`src/design/dms_pkg.sv`:
```
// ----------------------------------------------------------------------------
// dms_pkg
// Shared types and constants for the deadline-monotonic selector.
// ----------------------------------------------------------------------------
package dms_pkg;

  // Entry kinds carried on the input tuser bit.
  localparam logic KIND_RUN     = 1'b0;
  localparam logic KIND_RELEASE = 1'b1;

  // Fixed result field widths.
  localparam int OUT_ID_W    = 16;
  localparam int SLICE_W     = 32;
  localparam int OUT_DATA_W  = 48;
  localparam int OUT_USER_W  = 3;

  // Result tuser bit positions.
  localparam int USR_VALID  = 0;
  localparam int USR_MISSED = 1;
  localparam int USR_ORDER  = 2;

  // Status of a finished scheduling call.
  typedef struct packed {
    logic miss_found;
    logic best_found;
    logic rmin_found;
    logic order_err;
  } call_flags_t;

endpackage

```
`src/design/dms_acc.sv`:
```
// ----------------------------------------------------------------------------
// dms_acc
// Per-call accumulator: folds one queue entry per ent_go cycle into the running
// miss, best-thread and nearest-release records, and presents the updated
// records so the caller can capture them on the last entry of a call.
// ----------------------------------------------------------------------------
module dms_acc #(
  parameter int TIME_WIDTH = 31,
  parameter int ID_WIDTH   = 16
) (
  input  logic                       clk,
  input  logic                       rst_n,
  input  logic                       ent_go,
  input  logic                       ent_kind,
  input  logic [ID_WIDTH-1:0]        ent_id,
  input  logic [TIME_WIDTH-1:0]      ent_rel,
  input  logic [TIME_WIDTH-1:0]      ent_abs,
  input  logic [TIME_WIDTH-1:0]      ent_rem,
  input  logic [TIME_WIDTH-1:0]      ent_rel_at,
  input  logic [TIME_WIDTH-1:0]      ent_now,
  input  logic                       ent_last,
  output dms_pkg::call_flags_t       sum_flags,
  output logic [ID_WIDTH-1:0]        sum_miss_id,
  output logic [ID_WIDTH-1:0]        sum_best_id,
  output logic [TIME_WIDTH-1:0]      sum_best_rem,
  output logic signed [TIME_WIDTH:0] sum_best_stop,
  output logic signed [TIME_WIDTH:0] sum_rmin
);

  localparam int OW = TIME_WIDTH + 1;

  // Call state.
  logic                   in_batch_r, in_batch_nxt;
  logic [TIME_WIDTH-1:0]  batch_time_r, batch_time_nxt;
  logic                   rel_phase_r, rel_phase_nxt;
  dms_pkg::call_flags_t   flags_r, flags_nxt;
  logic [ID_WIDTH-1:0]    miss_id_r, miss_id_nxt;
  logic [ID_WIDTH-1:0]    best_id_r, best_id_nxt;
  logic [TIME_WIDTH-1:0]  best_rel_r, best_rel_nxt;
  logic [TIME_WIDTH-1:0]  best_rem_r, best_rem_nxt;
  logic signed [OW-1:0]   best_stop_r, best_stop_nxt;
  logic signed [OW-1:0]   rmin_r, rmin_nxt;

  logic                   is_run;
  logic                   run_ok;
  logic [TIME_WIDTH-1:0]  bt;
  logic                   beats;
  logic signed [OW-1:0]   off;
  logic signed [OW-1:0]   stop;

  // Entry evaluation against the records so far.
  always_comb begin
    is_run = (ent_kind == dms_pkg::KIND_RUN);
    run_ok = is_run && !rel_phase_r;
    bt     = in_batch_r ? batch_time_r : ent_now;
    beats  = !flags_r.best_found || (ent_rel < best_rel_r) ||
             ((ent_rel == best_rel_r) && (ent_id < best_id_r));
    off    = $signed({1'b0, ent_rel_at}) - $signed({1'b0, bt});
    stop   = $signed({1'b0, ent_abs}) - $signed({1'b0, bt});
  end

  // Record updates for the current entry.
  always_comb begin
    in_batch_nxt   = 1'b1;
    batch_time_nxt = bt;
    rel_phase_nxt  = rel_phase_r | !is_run;
    flags_nxt      = flags_r;
    miss_id_nxt    = miss_id_r;
    best_id_nxt    = best_id_r;
    best_rel_nxt   = best_rel_r;
    best_rem_nxt   = best_rem_r;
    best_stop_nxt  = best_stop_r;
    rmin_nxt       = rmin_r;

    flags_nxt.order_err = flags_r.order_err | (is_run & rel_phase_r);

    if (run_ok && (ent_abs <= bt) && (!flags_r.miss_found || (ent_id < miss_id_r))) begin
      flags_nxt.miss_found = 1'b1;
      miss_id_nxt          = ent_id;
    end

    if (run_ok && beats) begin
      flags_nxt.best_found = 1'b1;
      best_id_nxt          = ent_id;
      best_rel_nxt         = ent_rel;
      best_rem_nxt         = ent_rem;
      best_stop_nxt        = stop;
    end

    if (!is_run && beats && (!flags_r.rmin_found || (off < rmin_r))) begin
      flags_nxt.rmin_found = 1'b1;
      rmin_nxt             = off;
    end
  end

  // Control state clears at the end of every call.
  always_ff @(posedge clk) begin
    if (!rst_n) begin
      in_batch_r  <= 1'b0;
      rel_phase_r <= 1'b0;
      flags_r     <= '0;
    end else if (ent_go) begin
      if (ent_last) begin
        in_batch_r  <= 1'b0;
        rel_phase_r <= 1'b0;
        flags_r     <= '0;
      end else begin
        in_batch_r  <= in_batch_nxt;
        rel_phase_r <= rel_phase_nxt;
        flags_r     <= flags_nxt;
      end
    end
  end

  // Record payloads are only read behind their found flags.
  always_ff @(posedge clk) begin
    if (ent_go) begin
      batch_time_r <= batch_time_nxt;
      miss_id_r    <= miss_id_nxt;
      best_id_r    <= best_id_nxt;
      best_rel_r   <= best_rel_nxt;
      best_rem_r   <= best_rem_nxt;
      best_stop_r  <= best_stop_nxt;
      rmin_r       <= rmin_nxt;
    end
  end

  assign sum_flags     = flags_nxt;
  assign sum_miss_id   = miss_id_nxt;
  assign sum_best_id   = best_id_nxt;
  assign sum_best_rem  = best_rem_nxt;
  assign sum_best_stop = best_stop_nxt;
  assign sum_rmin      = rmin_nxt;

endmodule

```
`src/design/deadline_monotonic_selector_top.sv`:
```
// ----------------------------------------------------------------------------
// deadline_monotonic_selector_top
// Deadline-monotonic thread selector over a streamed run and release queue.
// ----------------------------------------------------------------------------
// The block takes one queue entry per cycle while in_tready is high. A
// scheduling call is the run entries followed by the release entries, closed
// by tlast; the current time comes from the first request of the call. One
// result is produced per call: the call-summary register captures the folded
// call at the accepting edge and feeds the output register once that register
// is free. The only throughput limit is backpressure: in_tready drops only
// while both the summary register and the output register hold results the
// sink has not taken.
module deadline_monotonic_selector_top #(
  parameter int TIME_WIDTH = 31,
  parameter int ID_WIDTH   = 16
) (
  input  logic clk,
  input  logic rst_n,
  input  logic in_tvalid,
  output logic in_tready,
  // thread_id, relative_deadline, absolute_deadline, remaining_work,
  // release_at, now_time, then zero padding.
  input  logic [((ID_WIDTH + 5 * TIME_WIDTH + 7) / 8) * 8 - 1:0] in_tdata,
  // entry_kind
  input  logic in_tuser,
  input  logic in_tlast,
  output logic out_tvalid,
  input  logic out_tready,
  // chosen_id[15:0], slice_ticks[47:16]
  output logic [dms_pkg::OUT_DATA_W-1:0] out_tdata,
  // chosen_valid, deadline_missed, order_error
  output logic [dms_pkg::OUT_USER_W-1:0] out_tuser
);

  localparam int OW    = TIME_WIDTH + 1;
  localparam int EXT_W = (OW > dms_pkg::SLICE_W) ? OW : dms_pkg::SLICE_W;
  localparam int IDX_W = (ID_WIDTH > dms_pkg::OUT_ID_W) ? ID_WIDTH : dms_pkg::OUT_ID_W;

  logic                   in_go;
  logic                   fin_move;
  logic                   out_free;

  dms_pkg::call_flags_t   sum_flags;
  logic [ID_WIDTH-1:0]    sum_miss_id;
  logic [ID_WIDTH-1:0]    sum_best_id;
  logic [TIME_WIDTH-1:0]  sum_best_rem;
  logic signed [OW-1:0]   sum_best_stop;
  logic signed [OW-1:0]   sum_rmin;

  logic                   fin_valid_r;
  dms_pkg::call_flags_t   fin_flags_r;
  logic [ID_WIDTH-1:0]    fin_miss_id_r;
  logic [ID_WIDTH-1:0]    fin_best_id_r;
  logic [TIME_WIDTH-1:0]  fin_best_rem_r;
  logic signed [OW-1:0]   fin_best_stop_r;
  logic signed [OW-1:0]   fin_rmin_r;

  logic                   res_valid;
  logic                   res_missed;
  logic [ID_WIDTH-1:0]    res_id;
  logic signed [OW-1:0]   res_stop;
  logic signed [OW-1:0]   res_slice;
  logic signed [EXT_W-1:0] res_slice_ext;
  logic [IDX_W-1:0]       res_id_ext;

  logic                   out_valid_r;
  logic [dms_pkg::OUT_DATA_W-1:0] out_data_r, out_data_nxt;
  logic [dms_pkg::OUT_USER_W-1:0] out_user_r, out_user_nxt;

  // Handshake: the summary register drains into the output register.
  assign out_free  = !out_valid_r || out_tready;
  assign fin_move  = fin_valid_r && out_free;
  assign in_tready = !fin_valid_r || fin_move;
  assign in_go     = in_tvalid && in_tready;

  // Entry accumulator.
  dms_acc #(
    .TIME_WIDTH (TIME_WIDTH),
    .ID_WIDTH   (ID_WIDTH)
  ) u_acc (
    .clk           (clk),
    .rst_n         (rst_n),
    .ent_go        (in_go),
    .ent_kind      (in_tuser),
    .ent_id        (in_tdata[ID_WIDTH-1:0]),
    .ent_rel       (in_tdata[ID_WIDTH +: TIME_WIDTH]),
    .ent_abs       (in_tdata[ID_WIDTH + TIME_WIDTH +: TIME_WIDTH]),
    .ent_rem       (in_tdata[ID_WIDTH + 2 * TIME_WIDTH +: TIME_WIDTH]),
    .ent_rel_at    (in_tdata[ID_WIDTH + 3 * TIME_WIDTH +: TIME_WIDTH]),
    .ent_now       (in_tdata[ID_WIDTH + 4 * TIME_WIDTH +: TIME_WIDTH]),
    .ent_last      (in_tlast),
    .sum_flags     (sum_flags),
    .sum_miss_id   (sum_miss_id),
    .sum_best_id   (sum_best_id),
    .sum_best_rem  (sum_best_rem),
    .sum_best_stop (sum_best_stop),
    .sum_rmin      (sum_rmin)
  );

  // Call summary register, loaded on the last request of a call.
  always_ff @(posedge clk) begin
    if (!rst_n) begin
      fin_valid_r <= 1'b0;
    end else if (in_go && in_tlast) begin
      fin_valid_r <= 1'b1;
    end else if (fin_move) begin
      fin_valid_r <= 1'b0;
    end
  end

  always_ff @(posedge clk) begin
    if (in_go && in_tlast) begin
      fin_flags_r     <= sum_flags;
      fin_miss_id_r   <= sum_miss_id;
      fin_best_id_r   <= sum_best_id;
      fin_best_rem_r  <= sum_best_rem;
      fin_best_stop_r <= sum_best_stop;
      fin_rmin_r      <= sum_rmin;
    end
  end

  // Selection and slice from the call summary.
  always_comb begin
    res_stop = (fin_flags_r.rmin_found && (fin_rmin_r < fin_best_stop_r)) ?
               fin_rmin_r : fin_best_stop_r;
    if (fin_flags_r.miss_found) begin
      res_valid  = 1'b1;
      res_missed = 1'b1;
      res_id     = fin_miss_id_r;
      res_slice  = '0;
    end else if (fin_flags_r.best_found) begin
      res_valid  = 1'b1;
      res_missed = 1'b0;
      res_id     = fin_best_id_r;
      res_slice  = ($signed({1'b0, fin_best_rem_r}) < res_stop) ?
                   $signed({1'b0, fin_best_rem_r}) : res_stop;
    end else begin
      res_valid  = 1'b0;
      res_missed = 1'b0;
      res_id     = '0;
      res_slice  = fin_flags_r.rmin_found ? fin_rmin_r : OW'(1);
    end
    res_slice_ext = EXT_W'(res_slice);
    res_id_ext    = IDX_W'(res_id);
    out_data_nxt  = {res_slice_ext[dms_pkg::SLICE_W-1:0],
                     res_id_ext[dms_pkg::OUT_ID_W-1:0]};
    out_user_nxt  = '0;
    out_user_nxt[dms_pkg::USR_VALID]  = res_valid;
    out_user_nxt[dms_pkg::USR_MISSED] = res_missed;
    out_user_nxt[dms_pkg::USR_ORDER]  = fin_flags_r.order_err;
  end

  // Output register.
  always_ff @(posedge clk) begin
    if (!rst_n) begin
      out_valid_r <= 1'b0;
    end else if (out_free) begin
      out_valid_r <= fin_valid_r;
    end
  end

  always_ff @(posedge clk) begin
    if (fin_move) begin
      out_data_r <= out_data_nxt;
      out_user_r <= out_user_nxt;
    end
  end

  assign out_tvalid = out_valid_r;
  assign out_tdata  = out_data_r;
  assign out_tuser  = out_user_r;

endmodule

```
`config.mk`:
```
export PLATFORM = sky130hd
export DESIGN_NAME = deadline_monotonic_selector_top
export DESIGN_NICKNAME = d
export VERILOG_FILES = /design/src/design/dms_pkg.sv /design/src/design/dms_acc.sv /design/src/design/deadline_monotonic_selector_top.sv
export SDC_FILE = /design/constraint.sdc
export NUM_CORES = 1
export LEC_CHECK = 0
export BUFFER_PORTS_ARGS = -buffer_cell sky130_fd_sc_hd__buf_2
export CORE_UTILIZATION = 45
export DETAILED_ROUTE_END_ITERATION = 10
export GPL_TIMING_DRIVEN = 0
export PLACE_DENSITY = 0.73
export SLEW_MARGIN = 20
export SYNTH_ARGS = -nofsm -noshare
export SYNTH_HDL_FRONTEND = slang
export SYNTH_HIERARCHICAL = 1
export SYNTH_SLANG_ARGS = --single-unit
```
`constraint.sdc`:
```
create_clock -name clk -period 12.1 [get_ports clk]
set_clock_uncertainty 0.2 [all_clocks]
set_input_delay 3.63 -clock clk [delete_from_list [all_inputs] [get_ports clk]]
set_output_delay 3.63 -clock clk [all_outputs]
set_load 0.05 [all_outputs]
```
==> flow_summary_export.csv, run 1 <==
group,metric,value,unit
cts,worstSkewPairLatency,0.58,ns
global_route,overflow,0,
sta,finalSetupViolCount,0,
place,place_congestion,0.943,
min_path,hold_path_class,"flip-flop to flip-flop",
cts,hold_buffers,0,
power,cellPowerDensity,153,nW/um^2
cts,clkTransAtPathRegs,0.06,ns
die,core-area,47600,sq um
route,wire_per_inst,20.4,um
sta,setup_ws,2.80,ns
sta,slew_violations,0,
global_route,antenna_found_initial,16,
cts,cts_sinks,379,
logic_synthesis,synth_ff_type,"edfxtp_1",
final_layout,area_growth,16.3,%
die,pin_count,235,
global_route,grt_pass1_vias,15400,
place,port_buffers,229,
critical_path,crit_type,"primary input to flip-flop",
final_layout,final_cell_mix,"edfxtp_1 (371), buf_2 (233), ha_1 (216), inv_1 (183), nand2_1 (96)",
logic_synthesis,synth_edf_count,371,
sta,rsz0062_at_grt,"false",
route,vias,15200,
critical_path,path_cells,"buf_2 -> mux2i_1 -> ha_1 -> nor2b_1 -> o31a_1 -> o311ai_0 -> a311oi_1 -> nor2_1 -> a31oi_1 -> a31oi_1 -> ha_1 -> nand4_1 -> nor2_1 -> nand3_1 -> a2111oi_0 -> nor3_1 -> xor2_1 -> a21o_1 -> buf_2 -> mux2_2",
logic_synthesis,synth_nets,2183,
route,drc_errors,0,
place,dp_hpwl,42.4,mm
cts,ctsLongestPathBuffers,3,
final_layout,layout_commonest_cell,"edfxtp_1",
sta,period_needed,9.30,ns
sta,hold_viol_final,0,
route,drtPass1Iterations,5,
route,via_per_inst,5.59,
sta,worst_slew_pin_slew,0.914,ns
global_route,track_usage,22.5,%
logic_synthesis,synth.avg_cell_area,12.2,sq um
cts,cts-htree-levels,2,
cts,tritoncts,"yes",
power,p_seq_share,42.8,%
logic_synthesis,seq_area_frac_synth,52.1,%
logic_synthesis,synth-seq-cells,379,
cts,cts-root-buf,"clkbuf_16",
sta,whs,0.240,ns
power,swShare,29.5,%
run,max-cap-violations,0,
route,drtIter0Drc,1044,
die,fp.dieArea,49100,sq um
critical_path,cp_max_fo,10,
power,intPower,2.73,mW
die,rows,80,
logic_synthesis,yosys.cell_types.count,85,
critical_path,critPathCaptureType,"flip-flop",
final_layout,drive_above_1_share,21.4,%
logic_synthesis,syn_inst,1783,
critical_path,crit_required,12.22,ns
cts,cts_resized,0,
sta,fmaxAchievable,108,MHz
die,floorplan.initialDensity,45.5,%
power,pwr-share-comb,23.3,%
critical_path,max_stage_delay,0.72,ns
sta,relSlewSlack,39.1,%
power,p_leak,10.7,nW
power,ir_drop,0.103,mV
power,pwr-share-clk,33.9,%
route,routed_wl,55.5,mm
cts,cts_made_buffers,42,
power,p_sw,1.14,mW
place,post-place-ws,2.37,ns
global_route,grt_max_degree,98,
critical_path,cp.arrival,9.42,ns
critical_path,start_kind,"primary input",
cts,postCtsSetupBuffers,0,
die,die_h,222,um
global_route,grt_pass1_wl,85.1,mm
logic_synthesis,yosysWarnings,6,
critical_path,crit_path_top_delay_cell,"o311ai_0",
logic_synthesis,async_reset_ff_share,0,%
outcome,status,"finished, final reports clean",
final_layout,nets,2463,
die,die_w,222,um
route,ant_nets,0,
logic_synthesis,syn_area,21700,sq um
sta,post-route-period-util,76.9,%
power groups by stage:
stage	Clock [mW]	Sequential (mW)	Combinational, mW
floorplan	0	1.69	0.606
global placement	0	1.69	0.845
detailed placement	0	1.68	0.885
CTS	1.34	1.66	0.895
global route	1.38	1.67	0.992
finish	1.31	1.66	0.900
kinds of logic (layout without fill, tap and decap cells):
| family | count (synthesis) | count (layout) | share of synthesized area, % |
|---|---|---|---|
| AO/OA/AOI/OAI | 446 | 446 | 13.7 |
| flip-flops | 379 | 379 | 52.1 |
| XOR/XNOR | 43 | 43 | 1.74 |
| buffers and inverters | 232 | 546 | 4.37 |
| AND/OR/NAND/NOR | 305 | 305 | 7.07 |
| adder cells (fa/ha/maj) | 218 | 218 | 12.6 |
| other | 0 | 9 | 0 |
| multiplexers | 160 | 160 | 8.34 |
final timing paths:
check                                                    from                         end  slack, ns  depth (start not counted)
worst min register to register       fin_flags_r[0]$_DFFE_PP_      out_tuser[2]$_DFFE_PP_       0.24                          0
worst max register to register  u_acc/in_batch_r$_SDFFE_PN0P_  u_acc/rmin_r[25]$_DFFE_PP_       4.50                         21
worst max-delay path                            in_tdata[141]  u_acc/rmin_r[25]$_DFFE_PP_       2.80                         20
worst min-delay path                 fin_flags_r[0]$_DFFE_PP_      out_tuser[2]$_DFFE_PP_       0.24                          0
per-stage QoR:
stage	instances	setup TNS (ns)	power, mW	cell area, sq um	utilization [%]
floorplan	1783	0	2.30	21700	-
global placement	2627	-350.22	2.53	23600	49.5
detailed placement	2634	0	2.57	23800	49.9
CTS	2712	0	3.89	25200	52.9
global route	2717	0	4.04	25200	52.9
finish	2721	0	3.87	25200	52.9
layer usage:
metal | track usage, % | share of wire, % | wire length, um | vias to the layer above
met3 | 4.73 | 6.5 | 3600 | 102
met5 | 0 | 0.12 | 69 | -
met2 | 37.0 | 47 | 26000 | 498
met1 | 29.5 | 43 | 24100 | 7245
met4 | 7.55 | 3.1 | 1700 | 12
li1 | - | - | - | 7343
synth_stat cells, types with 5 or more instances:
master	count	share of area, %
a211o_1	6	0.24
a211oi_1	14	0.48
a21o_1	63	2.2
a21oi_1	89	2.1
a22o_1	16	0.65
a22oi_1	30	1.0
a31oi_1	13	0.38
and2_1	8	0.23
and3_1	8	0.23
and4_1	6	0.24
buf_1	5	0.087
clkbuf_1	31	0.54
dfxtp_1	8	0.74
edfxtp_1	371	51
ha_1	216	12
inv_1	184	3.2
mux2_2	85	4.4
mux2_4	11	0.76
mux2i_1	52	2.4
mux2i_2	12	0.76
nand2_1	96	1.7
nand2b_1	10	0.29
nand3_1	25	0.58
nand4_1	31	0.89
nor2_1	61	1.1
nor2b_1	13	0.38
nor3_1	13	0.30
nor4_1	5	0.14
o211ai_1	9	0.31
o21a_1	13	0.45
o21ai_0	88	2.0
o21ai_1	27	0.62
o21bai_1	8	0.28
o31a_1	5	0.20
o31ai_1	10	0.35
or2_2	5	0.14
or3_1	7	0.20
xnor2_1	26	1.1
xor2_1	17	0.69
registers in the layout (all words and copies together) (netlist names), 16 cells and up:
register	count
u_acc/best_id_r	16
out_tdata	48
u_acc/best_stop_r	32
u_acc/best_rem_r	31
u_acc/miss_id_r	16
fin_best_rem_r	31
u_acc/batch_time_r	31
fin_best_id_r	16
fin_rmin_r	32
u_acc/rmin_r	32
fin_best_stop_r	32
u_acc/best_rel_r	31
fin_miss_id_r	16
worst max-delay path, delay by kind of cell:
kind | cells | cell delay [ns]
AND/OR/NAND/NOR | 6 | 1.01
buffers and inverters | 2 | 0.48
XOR/XNOR | 1 | 0.22
multiplexers | 2 | 0.68
AO/OA/AOI/OAI | 7 | 2.82
adder cells (fa/ha/maj) | 2 | 0.55
cell type report:
type	instances	area (sq um)
Inverter	185	702
Timing Repair Buffer	236	1320
Clock buffer	49	1080
Sequential cell	379	11300
Multi-Input combinational cell	1172	9450
Tap cell	615	769
Clock inverter	29	327
Fill cell	4071	22400
Antenna cell	9	22.5
Buffer	47	253
Note: power is estimated with default switching activity, not from simulation.
==> run 2, diff against run 1 <==
==> constraint.sdc (replaced) <==
create_clock -name clk -period 9.6 [get_ports clk]
set_clock_uncertainty 0.2 [all_clocks]
set_input_delay 2.88 -clock clk [delete_from_list [all_inputs] [get_ports clk]]
set_output_delay 2.88 -clock clk [all_outputs]
set_load 0.05 [all_outputs]
==> flow_summary_export.csv, run 2 (synthesis gave the netlist of run 1 again) <==
group,metric,value,unit
cts,ctsLongestPathBuffers,3,
final_layout,layout_commonest_cell,"edfxtp_1",
power,p_leak,10.6,nW
cts,tritoncts,"yes",
power,ir_drop,0.130,mV
final_layout,nets,2463,
die,pin_count,235,
global_route,grt_max_degree,96,
die,rows,80,
die,die_h,222,um
critical_path,crit_type,"primary input to flip-flop",
power,pwr-share-comb,23.6,%
final_layout,regArea,11300,sq um
sta,relSlewSlack,38.7,%
die,fp.dieArea,49100,sq um
sta,period_needed,8.29,ns
power,cellPowerDensity,191,nW/um^2
place,post-place-ws,0.735,ns
critical_path,critPathCaptureType,"flip-flop",
sta,whs,0.248,ns
global_route,antenna_found_initial,17,
cts,worstSkewPairLatency,0.58,ns
final_layout,largest_reg_flops,48,
sta,rsz0062_at_grt,"false",
critical_path,cp.arrival,8.41,ns
route,vias,15400,
route,drtIter0Drc,1138,
route,ant_nets,0,
cts,cts-htree-levels,2,
cts,cts_made_buffers,42,
global_route,grt_pass1_wl,84.4,mm
cts,cts_sinks,379,
sta,setup_ws,1.31,ns
final_layout,drive_above_1_share,21.3,%
global_route,grt_pass1_vias,15100,
critical_path,start_kind,"primary input",
route,wire_per_inst,20.4,um
die,core-area,47600,sq um
sta,post-route-period-util,86.4,%
global_route,track_usage,22.3,%
cts,cts_resized,0,
place,port_buffers,229,
power,intPower,3.39,mW
place,dp_hpwl,42.6,mm
critical_path,rrSetupSlack,2.35,ns
cts,postCtsSetupBuffers,0,
sta,finalSetupViolCount,0,
critical_path,cp_max_fo,10,
critical_path,crit_required,9.71,ns
die,die_w,222,um
final_layout,multiInputGateArea,9450,sq um
power,pwr-share-clk,33.0,%
sta,slew_violations,0,
final_layout,final_cell_mix,"edfxtp_1 (371), buf_2 (233), ha_1 (216), inv_1 (183), nand2_1 (96)",
cts,cts-root-buf,"clkbuf_16",
final_layout,area_growth,16.1,%
outcome,status,"finished, final reports clean",
sta,hold_viol_final,0,
place,place_congestion,0.950,
route,drc_errors,0,
route,routed_wl,55.5,mm
route,drtPass1Iterations,5,
route,via_per_inst,5.68,
cts,hold_buffers,0,
final_layout,fillers,4083,
min_path,hold_path_class,"flip-flop to flip-flop",
power,swShare,29.6,%
power,p_sw,1.42,mW
run,max-cap-violations,0,
sta,worst_slew_pin_slew,0.919,ns
power,p_seq_share,43.4,%
sta,fmaxAchievable,121,MHz
die,floorplan.initialDensity,45.5,%
global_route,overflow,0,
cts,clkTransAtPathRegs,0.06,ns
-- run 2: cell types whose count changed in the layout (fill, tap and decap cells not counted), moves of 2 or more --
cell / before / now
clkinv_4: 0 / 2
clkbuf_1: 38 / 34
clkinv_2: 11 / 9
clkinv_8: 0 / 2
bufinv_16: 5 / 3
inv_6: 3 / 1
clkinv_1: 5 / 10
-- run 2: layer usage --
metal | vias up | wire, um | global-route usage (%)
met3 | 105 | 3910 | 5.08
met2 | 534 | 26200 | 37.2
li1 | 7334 | - | -
met4 | 16 | 1570 | 7.08
met1 | 7442 | 23700 | 28.9
met5 | - | 102 | 0
-- run 2: power by group through the flow --
stage | Sequential [mW] | Clock (mW) | Combinational (mW)
floorplan | 2.13 | 0 | 0.764
CTS | 2.09 | 1.62 | 1.13
detailed placement | 2.12 | 0 | 1.12
global route | 2.10 | 1.67 | 1.25
finish | 2.09 | 1.59 | 1.14
global placement | 2.12 | 0 | 1.07
-- run 2: worst max-delay path, stage by stage --
cell,delay (ns)
buf_2,0.11
mux2i_1,0.28
ha_1,0.30
nor2b_1,0.14
o31a_1,0.31
o311ai_0,0.71
a311oi_1,0.23
nor2_1,0.30
a31oi_1,0.18
a31oi_1,0.31
ha_1,0.25
nand4_1,0.18
nor2_1,0.13
nand3_1,0.12
a2111oi_0,0.60
nor3_1,0.12
xor2_1,0.19
a21o_1,0.28
buf_2,0.37
mux2_2,0.41
-- run 2: path summary, 6_finish.rpt --
path                                      start                        to  cells past startpoint
setup / recovery                  in_tdata[141]  fin_rmin_r[23]$_DFFE_PP_                     20
hold / removal         fin_flags_r[0]$_DFFE_PP_    out_tuser[2]$_DFFE_PP_                      0
hold reg to reg        fin_flags_r[0]$_DFFE_PP_    out_tuser[2]$_DFFE_PP_                      0
setup reg to reg  u_acc/in_batch_r$_SDFFE_PN0P_  fin_rmin_r[23]$_DFFE_PP_                     21
-- run 2: layout make-up --
cell class / instances / area share (%)
multi-input cells: 1172 / 37.6
clock buffers: 46 / 4.32
flip-flops and latches: 379 / 44.9
inverters: 185 / 2.79
clock inverters: 31 / 1.05
well taps: 615 / 3.06
diodes: 8 / 0.0796
repair buffers: 236 / 5.23
plain buffers: 47 / 1.00
-- run 2: stage by stage --
step           utilization [%]  setup TNS [ns]  cell area [sq um]  cells  total power [mW]
2_1_floorplan                -               0              21700   1783              2.90
3_3_place_gp              49.5         -180.63              23600   2627              3.19
3_5_place_dp              49.9               0              23800   2634              3.24
4_1_cts                   52.8               0              25100   2711              4.84
5_1_grt                   52.8               0              25200   2715              5.02
6_report                  52.8               0              25200   2719              4.81
